`src/hdl/hbl_pkg.sv`:
```
// hbl_pkg: widths, types and helpers shared by the hsv bilinear table lookup
// depends on nothing; every other file of the block uses it
package hbl_pkg;

  localparam int GRID_SIDE   = 17;
  localparam int ENTRY_BITS  = 13;
  localparam int IN_ENTRY_W  = 13;
  localparam int IDX_W       = 5;
  localparam int PIX_W       = 8;
  localparam int NIB_W       = 4;
  localparam int NUM_CH      = 3;
  localparam int NUM_CORNER  = 4;
  localparam int CORNER_W    = 2;
  localparam int ENTRY_FRAC  = 12;

  localparam int WGT_ONE     = 2 ** NIB_W;
  localparam int WGT_W       = 2 * NIB_W + 1;
  localparam int ACC_W       = ENTRY_BITS + 2 * NIB_W;
  localparam int SCL_W       = ACC_W + PIX_W;
  localparam int FRAC_SHIFT  = ENTRY_FRAC + 2 * NIB_W;
  localparam int PIX_MAX     = 2 ** PIX_W - 1;

  localparam int HALF_W      = IDX_W - 1;
  localparam int BANK_SIDE   = (GRID_SIDE + 1) / 2;
  localparam int BANK_DEPTH  = BANK_SIDE * BANK_SIDE;
  localparam int BANK_AW     = $clog2(BANK_DEPTH);

  typedef enum logic {
    ACT_LOAD   = 1'b0,
    ACT_LOOKUP = 1'b1
  } action_t;

  typedef logic [ENTRY_BITS-1:0] entry_t;
  typedef entry_t [NUM_CH-1:0] rgb_t;
  typedef rgb_t [NUM_CORNER-1:0] corner_t;
  typedef logic [WGT_W-1:0] wgt_t;

  typedef struct packed {
    logic             en;
    logic [IDX_W-1:0] row;
    logic [IDX_W-1:0] col;
    rgb_t             data;
  } grid_wr_t;

  typedef struct packed {
    logic             en;
    logic [NIB_W-1:0] hrow;
    logic [NIB_W-1:0] scol;
  } grid_rd_t;

  typedef struct packed {
    wgt_t [NUM_CORNER-1:0] w;
    logic [PIX_W-1:0]      bright;
  } stage_t;

  // entry (row, col) lives in bank {row[0], col[0]} at (row/2, col/2)
  function automatic logic [BANK_AW-1:0] bank_addr(input logic [HALF_W-1:0] hr,
                                                   input logic [HALF_W-1:0] hc);
    return BANK_AW'(int'(hr) * BANK_SIDE + int'(hc));
  endfunction

endpackage

```
`src/hdl/hbl_if.sv`:
```


interface hbl_out_if;
  logic                     valid;
  logic                     ready;
  logic [hbl_pkg::PIX_W-1:0] red_out;
  logic [hbl_pkg::PIX_W-1:0] green_out;
  logic [hbl_pkg::PIX_W-1:0] blue_out;

  modport source (output valid, red_out, green_out, blue_out, input ready);
  modport sink   (input valid, red_out, green_out, blue_out, output ready);
endinterface

```
`src/hdl/hbl_interp.sv`:
```
// hbl_interp: weight multiply, corner sum, brightness scale and saturating output
// depends on hbl_pkg and hbl_out_if; four register stages with valid bits
module hbl_interp (
  input  logic             clk,
  input  logic             rst_n,
  input  logic             s_valid,
  output logic             s_ready,
  input  hbl_pkg::stage_t  s_data,
  input  hbl_pkg::corner_t s_corner,
  hbl_out_if.source        out_chan
);
  import hbl_pkg::*;

  localparam int WHOLE_W = SCL_W - FRAC_SHIFT;

  logic en2, en3, en4, eno;
  logic v2_r, v3_r, v4_r, vo_r;
  logic [NUM_CH-1:0][NUM_CORNER-1:0][ACC_W-1:0] prod_nxt, prod_r;
  logic [PIX_W-1:0] bright2_r, bright3_r;
  logic [NUM_CH-1:0][ACC_W-1:0] acc_nxt, acc_r;
  logic [NUM_CH-1:0][SCL_W-1:0] scl_nxt, scl_r;
  logic [NUM_CH-1:0][PIX_W-1:0] pix_nxt, pix_r;
  logic [WHOLE_W-1:0] whole;

  assign eno     = !vo_r || out_chan.ready;
  assign en4     = !v4_r || eno;
  assign en3     = !v3_r || en4;
  assign en2     = !v2_r || en3;
  assign s_ready = en2;

  always_comb begin
    whole = '0;
    for (int ch = 0; ch < NUM_CH; ch++) begin
      for (int k = 0; k < NUM_CORNER; k++) begin
        prod_nxt[ch][k] = ACC_W'(s_data.w[k]) * ACC_W'(s_corner[k][ch]);
      end
      acc_nxt[ch] = prod_r[ch][0] + prod_r[ch][1] + prod_r[ch][2] + prod_r[ch][3];
      scl_nxt[ch] = SCL_W'(bright3_r) * SCL_W'(acc_r[ch]);
      whole = scl_r[ch][SCL_W-1:FRAC_SHIFT];
      if (SCL_W'(whole) > SCL_W'(PIX_MAX)) begin
        pix_nxt[ch] = PIX_W'(PIX_MAX);
      end else begin
        pix_nxt[ch] = PIX_W'(whole);
      end
    end
  end

  always_ff @(posedge clk) begin
    if (!rst_n) begin
      v2_r <= 1'b0;
      v3_r <= 1'b0;
      v4_r <= 1'b0;
      vo_r <= 1'b0;
    end else begin
      if (en2) v2_r <= s_valid;
      if (en3) v3_r <= v2_r;
      if (en4) v4_r <= v3_r;
      if (eno) vo_r <= v4_r;
    end
  end

  always_ff @(posedge clk) begin
    if (en2 && s_valid) begin
      prod_r    <= prod_nxt;
      bright2_r <= s_data.bright;
    end
    if (en3 && v2_r) begin
      acc_r     <= acc_nxt;
      bright3_r <= bright2_r;
    end
    if (en4 && v3_r) begin
      scl_r <= scl_nxt;
    end
    if (eno && v4_r) begin
      pix_r <= pix_nxt;
    end
  end

  assign out_chan.valid     = vo_r;
  assign out_chan.red_out   = pix_r[0];
  assign out_chan.green_out = pix_r[1];
  assign out_chan.blue_out  = pix_r[2];

  a_enter: assert property (@(posedge clk) disable iff (!rst_n)
    s_valid && s_ready |=> v2_r)
    else $error("item taken from stage one did not reach the multiply stage");

  a_scale_hold: assert property (@(posedge clk) disable iff (!rst_n)
    v4_r && !eno |=> v4_r && $stable(scl_r))
    else $error("scaled item changed while the output stage was blocked");

  a_full_stall: assert property (@(posedge clk) disable iff (!rst_n)
    vo_r && !out_chan.ready && v2_r && v3_r && v4_r |-> !s_ready)
    else $error("pipeline took an item with every stage full and output stalled");

endmodule

```
`src/flat_wrapper.sv`:
```
// flat-port wrapper written by rule: the top's interface ports become plain ports
module hbl_interp_flat import hbl_pkg::*;
  (clk, rst_n, s_valid, s_ready, s_data, s_corner, out_chan_valid, out_chan_red_out, out_chan_green_out, out_chan_blue_out, out_chan_ready);
  hbl_out_if out_chan_i ();
  input  logic clk;
  input  logic rst_n;
  input  logic s_valid;
  output logic s_ready;
  input  hbl_pkg::stage_t s_data;
  input  hbl_pkg::corner_t s_corner;
  output wire logic [$bits(out_chan_i.valid)-1:0] out_chan_valid;
  output wire logic [$bits(out_chan_i.red_out)-1:0] out_chan_red_out;
  output wire logic [$bits(out_chan_i.green_out)-1:0] out_chan_green_out;
  output wire logic [$bits(out_chan_i.blue_out)-1:0] out_chan_blue_out;
  input wire logic [$bits(out_chan_i.ready)-1:0] out_chan_ready;
  assign out_chan_valid = out_chan_i.valid;
  assign out_chan_red_out = out_chan_i.red_out;
  assign out_chan_green_out = out_chan_i.green_out;
  assign out_chan_blue_out = out_chan_i.blue_out;
  assign out_chan_i.ready = out_chan_ready;
  hbl_interp u_core (.clk(clk), .rst_n(rst_n), .s_valid(s_valid), .s_ready(s_ready), .s_data(s_data), .s_corner(s_corner), .out_chan(out_chan_i));
endmodule
```
`config.mk`:
```
export PLATFORM = sky130hd
export DESIGN_NAME = hbl_interp_flat
export DESIGN_NICKNAME = d
export VERILOG_FILES = /design/src/hdl/hbl_pkg.sv /design/src/hdl/hbl_if.sv /design/src/hdl/hbl_interp.sv /design/src/flat_wrapper.sv
export SDC_FILE = /design/constraint.sdc
export NUM_CORES = 2
export LEC_CHECK = 0
export BUFFER_PORTS_ARGS = -buffer_cell sky130_fd_sc_hd__buf_2
export CAP_MARGIN = 15
export CELL_PAD_IN_SITES_DETAIL_PLACEMENT = 0
export CELL_PAD_IN_SITES_GLOBAL_PLACEMENT = 2
export CORE_MARGIN = 1.5
export CORE_UTILIZATION = 46
export CTS_CLUSTER_SIZE = 12
export DETAILED_ROUTE_END_ITERATION = 10
export PLACE_DENSITY_LB_ADDON = 0.1
export RECOVER_POWER = 25
export SLEW_MARGIN = 20
export SYNTH_ARGS = -nofsm -noshare
export SYNTH_HDL_FRONTEND = slang
export SYNTH_SLANG_ARGS = --single-unit
```
`constraint.sdc`:
```
create_clock -name clk -period 28.2 [get_ports clk]
set_input_delay 1.41 -clock clk [delete_from_list [all_inputs] [get_ports clk]]
set_output_delay 1.41 -clock clk [all_outputs]
set_load 0.02 [all_outputs]
```
# Word-level counts from Yosys, hierarchy flattened

Index checks and enable logic that the tools add are counted.

Bits in writable memories: 0
ROM bits: 0
Flip-flop bits (word level): 446
Bits of input ports: 204
Memories kept: 0
Output and inout port bits: 26
Word-level logic and storage cells: 66
Latch bits: 0

Multiply operators: 15
Multiplexer cells: 0
Equality and inequality tests: 0
Div/mod/pow operators: 0
Bitwise logic cells: 0
Add/sub/neg operators: 9
Reductions and logical operators: 12
$lt $le $gt $ge: 3
Shift operators: 0

Operators by type and width:

| kind                                                                  | number |
|---|---|
| 9-bit by 13-bit multiplier with 21-bit output                         | 12 |
| 21-bit adder                                                          | 9 |
| 8-bit by 21-bit multiplier with 29-bit output                         | 3 |
| 9-bit by 8-bit > comparator with 1-bit output (second input constant) | 3 |
| 1-bit logical AND                                                     | 4 |
| 1-bit logical NOT                                                     | 4 |
| 1-bit logical OR                                                      | 4 |

# Depth between registers and ports, before layout

Word-level depth: 6
Depth in mapped cells: 22
Depth with buffers taken out: 20

# Least setup slack after synthesis

Ideal clock, no wire load.

Kind: input port to flip-flop
Start point: input port out_chan_ready
End point: register u_core.bright2_r[0], enable pin
Required time: 27163 ps
Setup slack: 12563 ps
Path buffers: 0
Cell stages on the path: 3
Data arrival time: 14600 ps
Path through: nor2b_1 > and2_0 > a31oi_1

Word-level cells in the longest chain between the ends: 5

RTL lines:

| what                   | RTL line           | text |
|---|---|---|
| start: declaration     | flat_wrapper.sv:15 | `input wire logic [$bits(out_chan_i.ready)-1:0] out_chan_ready;` |
| 1-bit logical OR       | hbl_interp.sv:25   | `assign eno = !vo_r \|\| out_chan.ready;` |
| 1-bit logical OR       | hbl_interp.sv:26   | `assign en4 = !v4_r \|\| eno;` |
| 1-bit logical OR       | hbl_interp.sv:27   | `assign en3 = !v3_r \|\| en4;` |
| 1-bit logical OR       | hbl_interp.sv:28   | `assign en2 = !v2_r \|\| en3;` |
| 1-bit logical AND      | hbl_interp.sv:63   | `if (en2 && s_valid) begin` |
| end signal: assignment | hbl_interp.sv:65   | `bright2_r <= s_data.bright;` |
| end: declaration       | hbl_interp.sv:19   | `logic [PIX_W-1:0] bright2_r, bright3_r;` |

Every way passes these cells.
A chain may end at the register's enable or synchronous reset.

==> flow_summary.toml <==
[floorplanning]
dieWidth_um = 402
die_area_sq_um = 162000
num_rows = 146
start_util_pct = 46.3
core_area_sq_um = 158000
dieHeight_um = 402
ios = 230

[sta]
clock_skew_ns = 0.0488
setup_tns_ns = 0
holdWs_ns = 0.423
drv_slew = 291
tightestPinTransition_ns = 4.48
period_minus_slack_ns = 7.26
max_clock_freq_ghz = 0.138
period_share_pct = 25.7
slew_headroom_pct = -199
grt_setup_unrepaired = "no"
final-hold-violation-count = 0
setup_violations = 0

[global_routing]
track_usage_pct = 24.7
grt_overflow = 0
grt_max_degree = 79
first_global_vias = 53797
grt_pass1_wl_um = 310000
antenna_found_initial = 26

[synth]
syn_avg_cell_area_sq_um = 9.65
synthFlopType = "edfxtp_1"
async_reset_ff_share_pct = 0
ys_types = 69
synth_edf_count = 382
yosys_warnings = 0
synth_cells = 7589
synth_seq_area_share_pct = 15.8
yosysTopAreaCell = "fa_1"
netlist_area_sq_um = 73200
syn_nets = 9854
synth_top_area_share_pct = 37.8
synthTopCellsByArea = "fa_1, edfxtp_1, ha_1"
ys_ff_latch = 386

[clocking]
cts_root_buf = "clkbuf_16"
postCtsResizedCells = 0
clkTransAtPathRegs_ns = 0.06
clock_latency_ns = 0.67
cts_made_buffers = 49
post-cts-setup-buffer-count = 0
h-tree-depth = 2
hold_buffers = 0
clock_sinks = 386
cts_tree = "done"
clock_tree.buffer_depth = 3

[outcome]
violations = "max-capacitance violations, max-slew violations"
outcome = "finished with violations"

[place]
detailed_place_hpwl_um = 154000
portBuffers = 229
globalplace.congestion = 0.907

[critical_path]
critPathMaxFanout = 39
critical_path.top_delay_family = "adder cells"
start_kind = "primary input"
crit_chain = "clkbuf_1 > nand2_1 > fa_1 > inv_1 > fa_1 > fa_1 > inv_1 > fa_1 > inv_1 > ha_1 > o21a_1 > o21ai_1 > nand2b_1 > a21boi_1 > a2111oi_2 > nor3_1 > a2111oi_2 > a21oi_1 > xnor2_1"
cp_slowest_cell = "clkbuf_1"
rrSetupSlack_ns = 22.19
crit_buf_inv = 4
max_stage_delay_ns = 1.47
end_kind = "register"
cp_common_cell = "fa_1"
cp.arrival_ns = 7.64
worstPathRequired_ns = 28.59
criticalPathCategory = "primary input to register"

[job]
max_cap_violations = 8

[routing]
dr.pass1.iters = 8
via_per_inst = 5.14
drcViolationCount = 0
vias = 50191
wire_per_inst_um = 19.8
ant_nets = 0
initialDrtViolationCount = 2640
wl_um = 193000

[layout]
final_nets = 9910
areaGrowthSynthToFinish_pct = 6.33
drive_gt1_share_pct = 4.57

[worst_hold_path]
hold_path_class = "register to register"
==> cells in the final DEF, fill, tap and decap left out, types with 8 or more instances in the layout <==
cell type     n
inv_1      1649
fa_1       1383
and2_1     1057
nand2_1     918
ha_1        678
edfxtp_1    382
xnor2_1     233
buf_2       199
nor2_1      169
a21oi_1     152
o21ai_0      70
nor3_1       70
o21a_1       51
clkbuf_16    49
xor2_1       48
nand3_1      46
a21o_1       45
clkbuf_1     40
or2_2        37
nor2b_1      32
o21ai_1      27
and3_1       27
or3_1        23
nand2b_1     23
and2_0       20
a31oi_1      19
buf_4        18
o21bai_1     15
a21boi_1     12
o31ai_1      11
a211oi_1     10
nor4_1        8
o211ai_1      8
a211o_1       8
nand4_1       8
==> cell usage after synthesis, types with 23 or more instances <==
cell type	number
or3_1	23
nand2b_1	23
nand3_1	46
o21a_1	51
or2_2	37
a21o_1	45
nor2b_1	33
inv_1	1649
nor2_1	169
o21ai_1	27
fa_1	1383
a21oi_1	152
o21ai_0	70
and3_1	27
xnor2_1	233
and2_1	1076
edfxtp_1	382
clkbuf_1	237
nor3_1	70
ha_1	678
xor2_1	48
nand2_1	918
==> kinds of logic (layout without fill, tap and decap cells) <==
kind of cell / count (synthesis) / after routing / synth area share, %
multiplexers: 1 / 1 / 0.0137
XOR/XNOR: 281 / 281 / 3.36
AO/OA/AOI/OAI: 512 / 512 / 4.65
buffers and inverters: 1895 / 1986 / 9.72
other: 0 / 4 / 0
adder cells (fa/ha/maj): 2061 / 2061 / 49.4
flip-flops: 386 / 386 / 15.8
AND/OR/NAND/NOR: 2453 / 2453 / 17.1
==> final timing paths <==
path / startpoint / endpoint / cells after the start
max: s_data[35] / u_core.prod_r[251]$_DFFE_PP_ / 19
min: u_core.bright2_r[6]$_DFFE_PP_ / u_core.bright3_r[6]$_DFFE_PP_ / 0
max reg2reg: u_core.bright3_r[3]$_DFFE_PP_ / u_core.scl_r[56]$_DFFE_PP_ / 18
min reg2reg: u_core.bright2_r[6]$_DFFE_PP_ / u_core.bright3_r[6]$_DFFE_PP_ / 0
==> registers in the layout, indices dropped and copies added, names as in the netlist, 8 cells and up <==
signal                     count
u_core.out_chan.blue_out       8
u_core.acc_r                  63
u_core.out_chan.red_out        8
u_core.out_chan.green_out      8
u_core.prod_r                252
u_core.bright3_r               8
u_core.scl_r                  27
u_core.bright2_r               8
==> per-stage QoR <==
stage,cell area (sq um),std cells,utilization (%),setup slack (ns)
after floorplan,73200,7589,-,12.56
after global routing,77800,9755,49.2,20.37
after global placement,76200,9665,48.2,21.23
final,77800,9756,49.2,20.94
after detailed placement,76300,9666,48.2,21.16
after CTS,77900,9752,49.3,21.85
==> per-layer routing <==
metal / track usage, % / part of all wire, % / vias up
li1: - / - / 23104
met1: 33.8 / 45 / 26085
met2: 42.8 / 49 / 815
met3: 2.36 / 3.9 / 175
met4: 5.14 / 2.0 / 12
met5: 0 / 0.044 / -
==> final cells by class <==
cell class | instances | area (sq um)
well taps | 2072 | 2590
inverters | 1649 | 6190
flip-flops and latches | 386 | 11600
clock buffers | 55 | 1250
diodes | 4 | 10.0
clock inverters | 31 | 433
repair buffers | 251 | 1260
multi-input cells | 5308 | 54600
fillers | 15113 | 80300
Power is left out: the tool's default activity adds up to more than one toggle a clock period on the data nets, which glitch-free logic cannot reach.
